File: src/rtl/mrf_pkg.sv
// Shared types and constants for the message ring FIFO.
package mrf_pkg;

   // Fixed field widths of the request and response words.
   localparam int LEN_W    = 8;
   localparam int BYTE_W   = 8;
   localparam int ACT_W    = 2;
   localparam int STATUS_W = 3;

   // Request kinds carried in req_tuser. The fourth code is ignored.
   localparam logic [ACT_W-1:0] ACT_OPEN = 2'd0;
   localparam logic [ACT_W-1:0] ACT_PUSH = 2'd1;
   localparam logic [ACT_W-1:0] ACT_POP  = 2'd2;

   // Response status codes.
   localparam logic [STATUS_W-1:0] ST_OK       = 3'd0;
   localparam logic [STATUS_W-1:0] ST_BUSY     = 3'd1;
   localparam logic [STATUS_W-1:0] ST_TOO_LONG = 3'd2;
   localparam logic [STATUS_W-1:0] ST_NO_SPACE = 3'd3;
   localparam logic [STATUS_W-1:0] ST_EMPTY    = 3'd4;
   localparam logic [STATUS_W-1:0] ST_NO_OPEN  = 3'd5;

   typedef enum logic [1:0] {
      S_IDLE,
      S_EXEC,
      S_DESC,
      S_BYTE
   } state_type;

   // Commands from the controller to the datapath.
   typedef struct packed {
      logic capture;
      logic desc_rd;
      logic byte_rd_cur;
      logic byte_rd_desc;
      logic commit;
   } dp_cmd_type;

   // Status from the datapath to the controller.
   typedef struct packed {
      logic pop_start;
      logic pop_cont;
      logic desc_len_zero;
      logic out_free;
   } dp_status_type;

endpackage

File: src/rtl/mrf_ctrl.sv
// Controller state machine for the message ring FIFO.
module mrf_ctrl
   import mrf_pkg::*;
(
   input  logic          clock,
   input  logic          reset,
   input  logic          req_tvalid,
   output logic          req_tready,
   input  dp_status_type dp_status,
   output dp_cmd_type    dp_cmd
);

   state_type state_ff;
   state_type state_in;

   always_ff @(posedge clock) begin
      if (reset) begin
         state_ff <= S_IDLE;
      end else begin
         state_ff <= state_in;
      end
   end

   always_comb begin
      state_in   = state_ff;
      dp_cmd     = '0;
      req_tready = 1'b0;
      unique case (state_ff)
         S_IDLE: begin
            req_tready = 1'b1;
            if (req_tvalid) begin
               dp_cmd.capture = 1'b1;
               state_in       = S_EXEC;
            end
         end
         S_EXEC: begin
            // A pop that opens a new message first fetches its descriptor.
            if (dp_status.pop_start) begin
               dp_cmd.desc_rd = 1'b1;
               state_in       = S_DESC;
            end else if (dp_status.pop_cont) begin
               dp_cmd.byte_rd_cur = 1'b1;
               state_in           = S_BYTE;
            end else if (dp_status.out_free) begin
               dp_cmd.commit = 1'b1;
               state_in      = S_IDLE;
            end
         end
         S_DESC: begin
            if (!dp_status.desc_len_zero) begin
               dp_cmd.byte_rd_desc = 1'b1;
               state_in            = S_BYTE;
            end else if (dp_status.out_free) begin
               dp_cmd.commit = 1'b1;
               state_in      = S_IDLE;
            end
         end
         S_BYTE: begin
            if (dp_status.out_free) begin
               dp_cmd.commit = 1'b1;
               state_in      = S_IDLE;
            end
         end
         default: begin
            state_in = S_IDLE;
         end
      endcase
   end

endmodule

File: src/rtl/mrf_datapath.sv
// Datapath of the message ring FIFO: rings, pointers, counters and response register.
module mrf_datapath
   import mrf_pkg::*;
#(
   parameter int DATA_DEPTH = 256,
   parameter int DESC_DEPTH = 16
)
(
   input  logic                clock,
   input  logic                reset,
   input  dp_cmd_type          dp_cmd,
   output dp_status_type       dp_status,
   input  logic [ACT_W-1:0]    act,
   input  logic [BYTE_W-1:0]   data_in,
   input  logic [LEN_W-1:0]    msg_length_in,
   output logic                rsp_valid,
   input  logic                rsp_ready,
   output logic [STATUS_W-1:0] rsp_status,
   output logic [BYTE_W-1:0]   rsp_data_out,
   output logic                rsp_data_valid,
   output logic                rsp_last,
   output logic [LEN_W-1:0]    rsp_msg_length,
   output logic                rsp_queue_empty
);

   localparam int AW   = $clog2(DATA_DEPTH);
   localparam int BCW  = $clog2(DATA_DEPTH + 1);
   localparam int PW   = $clog2(DESC_DEPTH);
   localparam int DCW  = $clog2(DESC_DEPTH + 1);
   localparam int XW   = LEN_W + 1;

   logic [BYTE_W-1:0] byte_mem  [DATA_DEPTH];
   logic [AW-1:0]     dstart_mem[DESC_DEPTH];
   logic [LEN_W-1:0]  dlen_mem  [DESC_DEPTH];

   // Captured request word.
   logic [ACT_W-1:0]  act_ff;
   logic [BYTE_W-1:0] din_ff;
   logic [LEN_W-1:0]  len_ff;

   // Registered memory read data.
   logic [BYTE_W-1:0] byte_q_ff;
   logic [AW-1:0]     dstart_q_ff;
   logic [LEN_W-1:0]  dlen_q_ff;

   // Queue state.
   logic [PW-1:0]    desc_wr_ptr_ff, desc_wr_ptr_in;
   logic [PW-1:0]    desc_rd_ptr_ff, desc_rd_ptr_in;
   logic [DCW-1:0]   desc_count_ff, desc_count_in;
   logic [AW-1:0]    byte_wr_ptr_ff, byte_wr_ptr_in;
   logic [BCW-1:0]   bytes_stored_ff, bytes_stored_in;
   logic [LEN_W-1:0] push_left_ff, push_left_in;
   logic [AW-1:0]    pop_addr_ff, pop_addr_in;
   logic [LEN_W-1:0] pop_left_ff, pop_left_in;
   logic [LEN_W-1:0] pop_len_ff, pop_len_in;

   // Response register.
   logic                rsp_valid_ff, rsp_valid_in;
   logic [STATUS_W-1:0] status_ff, status_in;
   logic [BYTE_W-1:0]   dout_ff, dout_in;
   logic                dvalid_ff, dvalid_in;
   logic                last_ff, last_in;
   logic                empty_ff;

   logic [AW-1:0]    eff_addr;
   logic [LEN_W-1:0] eff_left;
   logic [XW-1:0]    free_bytes;
   logic             open_ok;
   logic             push_ok;
   logic             out_free;

   assign out_free = !rsp_valid_ff || rsp_ready;

   assign dp_status.pop_start     = (act_ff == ACT_POP) && (pop_left_ff == '0)
                                    && (push_left_ff == '0) && (desc_count_ff != '0);
   assign dp_status.pop_cont      = (act_ff == ACT_POP) && (pop_left_ff != '0);
   assign dp_status.desc_len_zero = (dlen_q_ff == '0);
   assign dp_status.out_free      = out_free;

   assign free_bytes = XW'(DATA_DEPTH) - XW'(bytes_stored_ff);

   always_comb begin
      desc_wr_ptr_in  = desc_wr_ptr_ff;
      desc_rd_ptr_in  = desc_rd_ptr_ff;
      desc_count_in   = desc_count_ff;
      byte_wr_ptr_in  = byte_wr_ptr_ff;
      bytes_stored_in = bytes_stored_ff;
      push_left_in    = push_left_ff;
      pop_addr_in     = pop_addr_ff;
      pop_left_in     = pop_left_ff;
      pop_len_in      = pop_len_ff;
      status_in       = ST_OK;
      dout_in         = '0;
      dvalid_in       = 1'b0;
      last_in         = 1'b0;
      eff_addr        = pop_addr_ff;
      eff_left        = pop_left_ff;
      open_ok         = 1'b0;
      push_ok         = 1'b0;
      unique case (act_ff)
         ACT_OPEN: begin
            priority if (push_left_ff != '0 || pop_left_ff != '0) begin
               status_in = ST_BUSY;
            end else if ({1'b0, len_ff} > XW'(DATA_DEPTH)) begin
               status_in = ST_TOO_LONG;
            end else if ({1'b0, len_ff} > free_bytes
                         || desc_count_ff >= DCW'(DESC_DEPTH)) begin
               status_in = ST_NO_SPACE;
            end else begin
               open_ok         = 1'b1;
               desc_wr_ptr_in  = (desc_wr_ptr_ff == PW'(DESC_DEPTH - 1)) ? '0
                                 : desc_wr_ptr_ff + 1'b1;
               desc_count_in   = desc_count_ff + 1'b1;
               bytes_stored_in = bytes_stored_ff + BCW'(len_ff);
               push_left_in    = len_ff;
               last_in         = (len_ff == '0);
            end
         end
         ACT_PUSH: begin
            if (push_left_ff == '0) begin
               status_in = ST_NO_OPEN;
            end else begin
               push_ok        = 1'b1;
               byte_wr_ptr_in = (byte_wr_ptr_ff == AW'(DATA_DEPTH - 1)) ? '0
                                : byte_wr_ptr_ff + 1'b1;
               push_left_in   = push_left_ff - 1'b1;
               last_in        = (push_left_ff == LEN_W'(1));
            end
         end
         ACT_POP: begin
            if (pop_left_ff == '0) begin
               priority if (push_left_ff != '0) begin
                  status_in = ST_BUSY;
               end else if (desc_count_ff == '0) begin
                  status_in = ST_EMPTY;
               end else begin
                  // Take the descriptor that was fetched for this word.
                  eff_addr       = dstart_q_ff;
                  eff_left       = dlen_q_ff;
                  pop_addr_in    = dstart_q_ff;
                  pop_len_in     = dlen_q_ff;
                  pop_left_in    = dlen_q_ff;
                  desc_rd_ptr_in = (desc_rd_ptr_ff == PW'(DESC_DEPTH - 1)) ? '0
                                   : desc_rd_ptr_ff + 1'b1;
                  desc_count_in  = desc_count_ff - 1'b1;
                  last_in        = (dlen_q_ff == '0);
               end
            end
            if (status_in == ST_OK && eff_left != '0) begin
               dout_in     = byte_q_ff;
               dvalid_in   = 1'b1;
               pop_addr_in = (eff_addr == AW'(DATA_DEPTH - 1)) ? '0 : eff_addr + 1'b1;
               pop_left_in = eff_left - 1'b1;
               if (bytes_stored_ff != '0) begin
                  bytes_stored_in = bytes_stored_ff - 1'b1;
               end
               last_in     = (eff_left == LEN_W'(1));
            end
         end
         default: begin
            status_in = ST_OK;
         end
      endcase
   end

   always_comb begin
      if (dp_cmd.commit) begin
         rsp_valid_in = 1'b1;
      end else if (rsp_ready) begin
         rsp_valid_in = 1'b0;
      end else begin
         rsp_valid_in = rsp_valid_ff;
      end
   end

   always_ff @(posedge clock) begin
      if (reset) begin
         desc_wr_ptr_ff  <= '0;
         desc_rd_ptr_ff  <= '0;
         desc_count_ff   <= '0;
         byte_wr_ptr_ff  <= '0;
         bytes_stored_ff <= '0;
         push_left_ff    <= '0;
         pop_addr_ff     <= '0;
         pop_left_ff     <= '0;
         pop_len_ff      <= '0;
         rsp_valid_ff    <= 1'b0;
      end else begin
         rsp_valid_ff <= rsp_valid_in;
         if (dp_cmd.commit) begin
            desc_wr_ptr_ff  <= desc_wr_ptr_in;
            desc_rd_ptr_ff  <= desc_rd_ptr_in;
            desc_count_ff   <= desc_count_in;
            byte_wr_ptr_ff  <= byte_wr_ptr_in;
            bytes_stored_ff <= bytes_stored_in;
            push_left_ff    <= push_left_in;
            pop_addr_ff     <= pop_addr_in;
            pop_left_ff     <= pop_left_in;
            pop_len_ff      <= pop_len_in;
         end
      end
   end

   // Payload registers: request capture and response word.
   always_ff @(posedge clock) begin
      if (dp_cmd.capture) begin
         act_ff <= act;
         din_ff <= data_in;
         len_ff <= msg_length_in;
      end
      if (dp_cmd.commit) begin
         status_ff <= status_in;
         dout_ff   <= dout_in;
         dvalid_ff <= dvalid_in;
         last_ff   <= last_in;
         empty_ff  <= (desc_count_in == '0) && (pop_left_in == '0);
      end
   end

   // Byte ring: one write port, one registered read port.
   always_ff @(posedge clock) begin
      if (dp_cmd.commit && push_ok) begin
         byte_mem[byte_wr_ptr_ff] <= din_ff;
      end
      if (dp_cmd.byte_rd_cur) begin
         byte_q_ff <= byte_mem[pop_addr_ff];
      end else if (dp_cmd.byte_rd_desc) begin
         byte_q_ff <= byte_mem[dstart_q_ff];
      end
   end

   // Descriptor ring.
   always_ff @(posedge clock) begin
      if (dp_cmd.commit && open_ok) begin
         dstart_mem[desc_wr_ptr_ff] <= byte_wr_ptr_ff;
         dlen_mem[desc_wr_ptr_ff]   <= len_ff;
      end
      if (dp_cmd.desc_rd) begin
         dstart_q_ff <= dstart_mem[desc_rd_ptr_ff];
         dlen_q_ff   <= dlen_mem[desc_rd_ptr_ff];
      end
   end

   assign rsp_valid       = rsp_valid_ff;
   assign rsp_status      = status_ff;
   assign rsp_data_out    = dout_ff;
   assign rsp_data_valid  = dvalid_ff;
   assign rsp_last        = last_ff;
   assign rsp_msg_length  = pop_len_ff;
   assign rsp_queue_empty = empty_ff;

   a_bytes_bound: assert property (@(posedge clock) disable iff (reset)
      bytes_stored_ff <= BCW'(DATA_DEPTH))
      else $error("stored byte count above ring size");

   a_desc_bound: assert property (@(posedge clock) disable iff (reset)
      desc_count_ff <= DCW'(DESC_DEPTH))
      else $error("descriptor count above ring size");

   a_push_pop_excl: assert property (@(posedge clock) disable iff (reset)
      !(push_left_ff != '0 && pop_left_ff != '0))
      else $error("push and pop messages open at once");

   a_push_reserved: assert property (@(posedge clock) disable iff (reset)
      BCW'(push_left_ff) <= bytes_stored_ff)
      else $error("bytes still due for push are not reserved");

   a_commit_free: assert property (@(posedge clock) disable iff (reset)
      dp_cmd.commit |-> out_free)
      else $error("response overwritten before it was taken");

endmodule

File: src/rtl/message_ring_fifo_core.sv
// Top level of the message ring FIFO: variable-length byte messages in a ring.
//
//  channel | direction | tdata                                  | tuser / tlast
//  --------+-----------+----------------------------------------+-----------------------------
//  req     | in        | [7:0] data_in, [15:8] msg_length_in    | tuser[1:0] action
//  rsp     | out       | [7:0] data_out, [15:8] msg_length_out, | tuser[2:0] status,
//          |           | [16] queue_empty, [23:17] zero         | tuser[3] data_valid, tlast
//
// One word is worked at a time: an open, a push, a refused or an ignored word runs
// through S_IDLE and S_EXEC, a pop within a message adds S_BYTE (one byte-ring read),
// the first pop of a message adds S_DESC, then S_BYTE (S_BYTE skipped if empty). The response
// loads in the last of those states; while it waits for rsp_tready the next word stalls.
// Reset is synchronous and clears the controller, pointers, counters and response valid;
// the rings are not swept, as no entry is read before it has been written.
module message_ring_fifo_core
   import mrf_pkg::*;
#(
   parameter int DATA_DEPTH = 256,
   parameter int DESC_DEPTH = 16
)
(
   input  logic        clock,
   input  logic        reset,
   input  logic        req_tvalid,
   output logic        req_tready,
   input  logic [15:0] req_tdata,   // [7:0] data_in, [15:8] msg_length_in
   input  logic [1:0]  req_tuser,   // [1:0] action
   output logic        rsp_tvalid,
   input  logic        rsp_tready,
   output logic [23:0] rsp_tdata,   // [7:0] data_out, [15:8] msg_length_out, [16] queue_empty
   output logic [3:0]  rsp_tuser,   // [2:0] status, [3] data_valid
   output logic        rsp_tlast    // end of a message: last byte, or a zero-length open or pop
);

   dp_cmd_type          dp_cmd;
   dp_status_type       dp_status;
   logic [STATUS_W-1:0] rsp_status;
   logic [BYTE_W-1:0]   rsp_data_out;
   logic                rsp_data_valid;
   logic [LEN_W-1:0]    rsp_msg_length;
   logic                rsp_queue_empty;

   // The controller sequences each word through capture, optional descriptor
   // and byte reads, and a single commit into the response register.
   mrf_ctrl u_ctrl (
      .clock      (clock),
      .reset      (reset),
      .req_tvalid (req_tvalid),
      .req_tready (req_tready),
      .dp_status  (dp_status),
      .dp_cmd     (dp_cmd)
   );

   // The datapath holds both rings, all queue state and the response word.
   mrf_datapath #(
      .DATA_DEPTH (DATA_DEPTH),
      .DESC_DEPTH (DESC_DEPTH)
   ) u_datapath (
      .clock           (clock),
      .reset           (reset),
      .dp_cmd          (dp_cmd),
      .dp_status       (dp_status),
      .act             (req_tuser[ACT_W-1:0]),
      .data_in         (req_tdata[7:0]),
      .msg_length_in   (req_tdata[15:8]),
      .rsp_valid       (rsp_tvalid),
      .rsp_ready       (rsp_tready),
      .rsp_status      (rsp_status),
      .rsp_data_out    (rsp_data_out),
      .rsp_data_valid  (rsp_data_valid),
      .rsp_last        (rsp_tlast),
      .rsp_msg_length  (rsp_msg_length),
      .rsp_queue_empty (rsp_queue_empty)
   );

   // Pack the response fields, lowest field first, zero fill to whole bytes.
   assign rsp_tdata = {7'd0, rsp_queue_empty, rsp_msg_length, rsp_data_out};
   assign rsp_tuser = {rsp_data_valid, rsp_status};

endmodule
File: config.mk
export PLATFORM = sky130hd
export DESIGN_NAME = message_ring_fifo_core
export DESIGN_NICKNAME = d
export VERILOG_FILES = /design/src/rtl/mrf_pkg.sv /design/src/rtl/mrf_ctrl.sv /design/src/rtl/mrf_datapath.sv /design/src/rtl/message_ring_fifo_core.sv
export SDC_FILE = /design/constraint.sdc
export NUM_CORES = 2
export LEC_CHECK = 0
export BUFFER_PORTS_ARGS = -buffer_cell sky130_fd_sc_hd__buf_2
export CORE_ASPECT_RATIO = 1.2
export CORE_MARGIN = 2
export CORE_UTILIZATION = 45
export CTS_BUF_LIST = sky130_fd_sc_hd__clkbuf_8
export DETAILED_ROUTE_END_ITERATION = 10
export GPL_TIMING_DRIVEN = 0
export HOLD_SLACK_MARGIN = 0.03
export SYNTH_ARGS = -nofsm -noshare
export SYNTH_HDL_FRONTEND = slang
export SYNTH_SLANG_ARGS = --single-unit
File: constraint.sdc
create_clock -name clock -period 8.9 [get_ports clock]
set_input_delay 0.445 -clock clock [delete_from_list [all_inputs] [get_ports clock]]
set_output_delay 0.445 -clock clock [all_outputs]
set_load 0.03 [all_outputs]
# After elaboration in Yosys (flattened, before gate mapping)
# Memory sizes are Yosys's and may differ from the RTL's. A register that Yosys moved wholly into a read port is not among the register bits.
# Cells that the tools add are included.
dict set report op_classes {
  eq_ne 18
  addsub 11
  n_mux 88
  n_lt_le_gt_ge 3
  shift 0
  n_reduce_logical 38
  div 0
  bitwise 6
  n_mul 0
}
# op count
set op_table {}
lappend op_table {{8-bit 2-to-1 mux} 21}
lappend op_table {{9-bit 2-to-1 mux} 5}
lappend op_table {{8-bit logical NOT} 5}
lappend op_table {{1-bit 2-to-1 mux} 33}
lappend op_table {{5-bit 2-to-1 mux} 6}
lappend op_table {{8-bit nonzero test} 3}
lappend op_table {{3-bit 2-to-1 mux} 7}
lappend op_table {{9-bit one-hot mux with 2 select lines} 1}
lappend op_table {{8-bit by 1-bit adder with 8-bit output (second input constant)} 2}
lappend op_table {{8-bit by 1-bit equality test with 1-bit output (second input constant)} 2}
lappend op_table {{8-bit equality test (second input constant)} 2}
lappend op_table {{8-bit one-hot mux with 2 select lines} 1}
lappend op_table {{8-bit by 1-bit subtractor with 8-bit output (second input constant)} 2}
lappend op_table {{2-bit 2-to-1 mux} 7}
lappend op_table {{2-bit inequality test (second input constant)} 7}
lappend op_table {{5-bit logical NOT} 2}
lappend op_table {{5-bit one-hot mux with 2 select lines} 1}
lappend op_table {{5-bit AND reduction} 2}
lappend op_table {{9-bit by 8-bit adder with 9-bit output} 1}
lappend op_table {{8-bit by 9-bit > comparator with 1-bit output} 1}
lappend op_table {{8-bit by 9-bit > comparator with 1-bit output (second input constant)} 1}
lappend op_table {{3-bit one-hot mux with 3 select lines} 1}
lappend op_table {{9-bit nonzero test} 1}
lappend op_table {{9-bit by 1-bit subtractor with 9-bit output (second input constant)} 1}
lappend op_table {{other kinds (23)} 49}
dict set report word_totals {
  inputBits 22
  rom_bits 0
  word_cells 187
  ramBits 2304
  n_memories 3
  reg_bits 105
  latch_bits 0
}
# memory words word_bits rd rd_clocked_by_memory_dff write_ports line_no
set memory_table {}
lappend memory_table {u_datapath.byte_mem 256 8 2 1 1 mrf_datapath.sv:32} ;# logic [BYTE_W-1:0] byte_mem [DATA_DEPTH];
lappend memory_table {u_datapath.dlen_mem 16 8 1 1 1 mrf_datapath.sv:34} ;# logic [LEN_W-1:0] dlen_mem [DESC_DEPTH];
lappend memory_table {u_datapath.dstart_mem 16 8 1 1 1 mrf_datapath.sv:33} ;# logic [AW-1:0] dstart_mem[DESC_DEPTH];

# Depth between registers and ports, before layout
dict set report logic_depth {
  ltp_word 11
  mapped_depth 17
}

# Hierarchy
# A second synthesis with hierarchy kept.
dict set report hier_totals {
  hier_cells 5980
  area_unflattened_um2 111276.7
}
# module instances cells_each area_per_inst_um2 seq_area_each_um2
set modules_own_cells {}
lappend modules_own_cells {mrf_datapath 1 5948 111022.7 72289.3}
lappend modules_own_cells {mrf_ctrl 1 22 182.7 40.0}
lappend modules_own_cells {message_ring_fifo_core 1 10 71.3 0.0}

# Least setup slack after synthesis
# No wires, ideal clock.
dict set report synth_path {
  kind {register to register}
  from {register u_datapath.din_ff[0]}
  to {memory u_datapath.byte_mem[0][0], data pin}
  stages_incl_launch_ff 1
  setup_ps 817
  arrival_ps 3228
  slack_ps 4854
  period_less_slack_ps 4046
  n_path_buf 0
  cell_sequence {edfxtp_1}
}
# element line_no
set synth_lines {}
lappend synth_lines {{from (decl)} mrf_datapath.sv:38} ;# logic [BYTE_W-1:0] din_ff;
lappend synth_lines {{from (signal assigned)} mrf_datapath.sv:208} ;# din_ff <= data_in;
lappend synth_lines {{to (decl)} mrf_datapath.sv:32}
# Straight into the memory's write port.

# Worst setup path in the final report
dict set report layout_path {
  from {register u_datapath.dstart_q_ff[3], read port of u_datapath.dstart_mem}
  to {register u_datapath.byte_q_ff[0], data pin}
}
dict set report layout_between {
  elab_chain_len 3
}
# element line_no
set layout_rtl {}
lappend layout_rtl {{from (decl)} mrf_datapath.sv:43} ;# logic [AW-1:0] dstart_q_ff;
lappend layout_rtl {{memory read 256 x 8 bit} -}
lappend layout_rtl {{8-bit 2-to-1 mux} mrf_datapath.sv:227} ;# end else if (dp_cmd.byte_rd_desc) begin
lappend layout_rtl {{8-bit 2-to-1 mux} mrf_datapath.sv:225} ;# if (dp_cmd.byte_rd_cur) begin
lappend layout_rtl {{to (signal assigned)} mrf_datapath.sv:226} ;# byte_q_ff <= byte_mem[pop_addr_ff];
lappend layout_rtl {{to (signal assigned)} mrf_datapath.sv:228} ;# byte_q_ff <= byte_mem[dstart_q_ff];
lappend layout_rtl {{to (decl)} mrf_datapath.sv:42} ;# logic [BYTE_W-1:0] byte_q_ff;
# Every way passes these cells. The select of a mux whose other input is x is not followed.
# A chain may end at the register's enable or synchronous reset.

==> results_dict.tcl <==
set metrics [dict create \
    critPathArrivalTime_ns 8.38 \
    htreeDepth 5 \
    synth.area.top_cells "edfxtp_1 (64%), mux4_2 (22%), a22oi_1 (2.3%)" \
    final_layout_size_suffix_gt1_frac 0.2993 \
    dp_hpwl_um 382700 \
    yosysWarningCount 0 \
    r2r_cells 11 \
    vias 73880 \
    grt_overflow 0 \
    maxSlewViolCount 224 \
    vias_per_cell 7.278 \
    syn-cell-area_mm2 0.1110 \
    post-route-drc-count 3 \
    rsz0062_at_grt "no" \
    gp_congestion 1.095 \
    worst_ep_required_time_ns 9.80 \
    start_util 0.4529 \
    fill_cells 19990 \
    ys_seq_area_frac 0.6518 \
    cts_resized 0 \
    die_x_um 457.3 \
    violations "design-rule violations, max-capacitance violations, max-slew violations" \
    worst-path-stages 11 \
    crit_slowest_cell "clkbuf_1" \
    total_power_w 0.02543 \
    switching_share 0.2719 \
    drtIter0Drc 12750 \
    yosysTopAreaCellShare 0.6387 \
    p_int_w 0.01851 \
    skew_ns 0.1329 \
    firstDrtPassIters 11 \
    setup_viol 0 \
    period_minus_slack_ns 7.485 \
    clockPowerShare 0.381 \
    clock-sinks 2433 \
    maxCapViolCount 26 \
    critical_path_class "reg2reg" \
    cpPeakStageDelay_ns 1.18 \
    fp-row-count 199 \
    synthArstFlopShare 0 \
    tightest_slew_ns 1.713 \
    timing.critical_path.mode_cell "clkbuf_1" \
    fin_crit_sh 0.8410 \
    grt_pass1_wl_um 667400 \
    slew_headroom -0.1423 \
    syn_inst 5979 \
    hold_path_class "in2reg" \
    fin_setup_tns_ns 0 \
    avgSynthCellArea_um2 18.56 \
    ir_worst_vdd_mv 0.1637 \
    combPwrFrac 0.115 \
    totalWireLength_um 516100 \
    p_switching_w 0.006914 \
    hold_viol 0 \
    cp_num_buf_inv 4 \
    antenna_found_initial 61 \
    cts_tree "done" \
    synth_edf_count 2360 \
    port_buffers 44 \
    cts_root_buffer "clkbuf_8" \
    startpoint_type "flip-flop" \
    min_path_cells 2 \
    io_pins 53 \
    crit_path_max_fanout 11 \
    cp-end-kind "flip-flop" \
    leakagePower_nw 39.03 \
    die_h_um 548.0 \
    synth_cell_type_count 80 \
    clk_path_buf_depth 4 \
    avgRoutedWirePerCell_um 50.84 \
    grt_max_degree 34 \
    first_global_vias 71260 \
    seqPwrFrac 0.504 \
    core_mm2 0.2450 \
    p_per_area_mw_per_mm2 201.3 \
    clk_latency_ns 1.14 \
    crit_chain "clkbuf_1, nor2b_1, clkbuf_1, buf_1, buf_2, a22oi_1, a21oi_1, nor3_1, nor3b_1, a31oi_1, o2111ai_1" \
    ant_nets 0 \
    die_area_mm2 0.2506 \
    yosys_most_used_dff "edfxtp_1" \
    track_usage 0.4092 \
    cts_buffers 399 \
    cpLargestDelayFamily "buffers and inverters" \
    synthToLayoutAreaGrowth_pct 13.82 \
    final_nets 6647 \
    synth_top_cell_by_area "edfxtp_1" \
    synth_seq_cells 2433 \
    clk_pin_slew_ns 0.07 \
    status "complete, but fails checks" \
    fmax_ghz 0.1336 \
]
## synth_stat cells (all sizes together), types with 11 or more instances
cell type,number
nor2b,20
mux2i,88
nor2,396
nand2,158
nor3b,21
dfxtp,73
xnor2,15
and2,20
mux4,1096
ha,37
a211oi,38
nand3,54
inv,36
xor2,16
a21oi,208
clkbuf,281
a22oi,335
or3,34
buf,192
o21ai,74
edfxtp,2360
a22o,19
nor3,121
o2111ai,19
a31oi,29
o22ai,40
nor4,44
or4,14
or2,11
## kinds of logic after synthesis
kind of cell | synth area share
adder cells (fa/ha/maj) | 0.004353
other | 0.00003380
multiplexers | 0.2310
AND/OR/NAND/NOR | 0.04076
AO/OA/AOI/OAI | 0.04978
XOR/XNOR | 0.002447
buffers and inverters | 0.01978
flip-flops | 0.6518
## path summary, 6_finish.rpt
kind,start,end,slack [ns]
hold reg to reg,u_datapath.pop_addr_ff[7]$_SDFFE_PP0P_,flip-flop,0.44
setup reg to reg,u_datapath.dstart_q_ff[3]$_DFFE_PP_,u_datapath.byte_q_ff[0]$_DFFE_PP_,1.42
setup / recovery,u_datapath.dstart_q_ff[3]$_DFFE_PP_,u_datapath.byte_q_ff[0]$_DFFE_PP_,1.42
hold / removal,req_tdata[6],u_datapath.din_ff[6]$_DFFE_PP_,0.08
## cells in the final DEF, fill, tap and decap left out, drive strengths merged, types with 34 or more instances in the layout
| cell | count |
|---|---|
| edfxtp | 2360 |
| mux4 | 1096 |
| clkbuf | 692 |
| nor2 | 396 |
| buf | 363 |
| a22oi | 335 |
| a21oi | 208 |
| inv | 185 |
| nand2 | 158 |
| clkinv | 127 |
| nor3 | 121 |
| mux2i | 88 |
| o21ai | 74 |
| dfxtp | 73 |
| nand3 | 54 |
| nor4 | 44 |
| diode | 42 |
| o22ai | 40 |
| a211oi | 38 |
| ha | 37 |
| or3 | 34 |
## sequential cells by signal, indices dropped and copies added, names as in the netlist, 9 cells and up, named ones only
name,flops
u_datapath.byte_mem,2048
u_datapath.dlen_mem,128
u_datapath.dstart_mem,128
u_datapath.bytes_stored_ff,9
## metal layers
metal	vias to the layer above	wire length, µm	track usage
met1	39080	168500	0.4796
met5	-	211	0.002279
li1	26840	-	-
met2	6240	231100	0.6114
met4	30	52900	0.3486
met3	1698	63330	0.1339
## power by group through the flow
stage | sequential, W | combinational, W | clock, W
after floorplan | 0.0132 | 0.00129 | 0
final | 0.0128 | 0.00292 | 0.00970
after global placement | 0.0134 | 0.00233 | 0
after global routing | 0.0128 | 0.00295 | 0.0101
after detailed placement | 0.0131 | 0.00280 | 0
after CTS | 0.0128 | 0.00282 | 0.00965
## final cells by class
| cell class | count | area [µm²] | share of cell area |
|---|---|---|---|
| flip-flops and latches | 2433 | 72330 | 0.5727 |
| multi-input cells | 3042 | 36590 | 0.2897 |
| clock buffers | 410 | 5643 | 0.04468 |
| well taps | 3216 | 4024 | 0.03186 |
| repair buffers | 201 | 3465 | 0.02743 |
| plain buffers | 473 | 2162 | 0.01712 |
| clock inverters | 297 | 1834 | 0.01452 |
| inverters | 37 | 138.9 | 0.001100 |
| diodes | 42 | 105.1 | 0.0008322 |
## what timing repair did
action | CTS | global route
endpoints found under the hold margin | 26 | 0
buffers inserted | 0 | 0
hold buffers | 29 | 0
endpoints found under the setup margin | 0 | 0
## through the flow
step | hold slack [ns] | cell area, µm² | std cells | setup WS [ns] | utilization
final | 0.07732 | 126300 | 10150 | 1.415 | 0.5155
after floorplan | 0.4501 | 111000 | 5985 | 4.854 | -
after CTS | 0.03516 | 126100 | 10110 | 1.951 | 0.5149
after global routing | 0.08151 | 126200 | 10110 | 1.823 | 0.5151
after global placement | 0.4453 | 115200 | 9245 | 0.1539 | 0.4703
after detailed placement | 0.4424 | 118400 | 9371 | 2.004 | 0.4832
(Power assumes the default switching activity.)
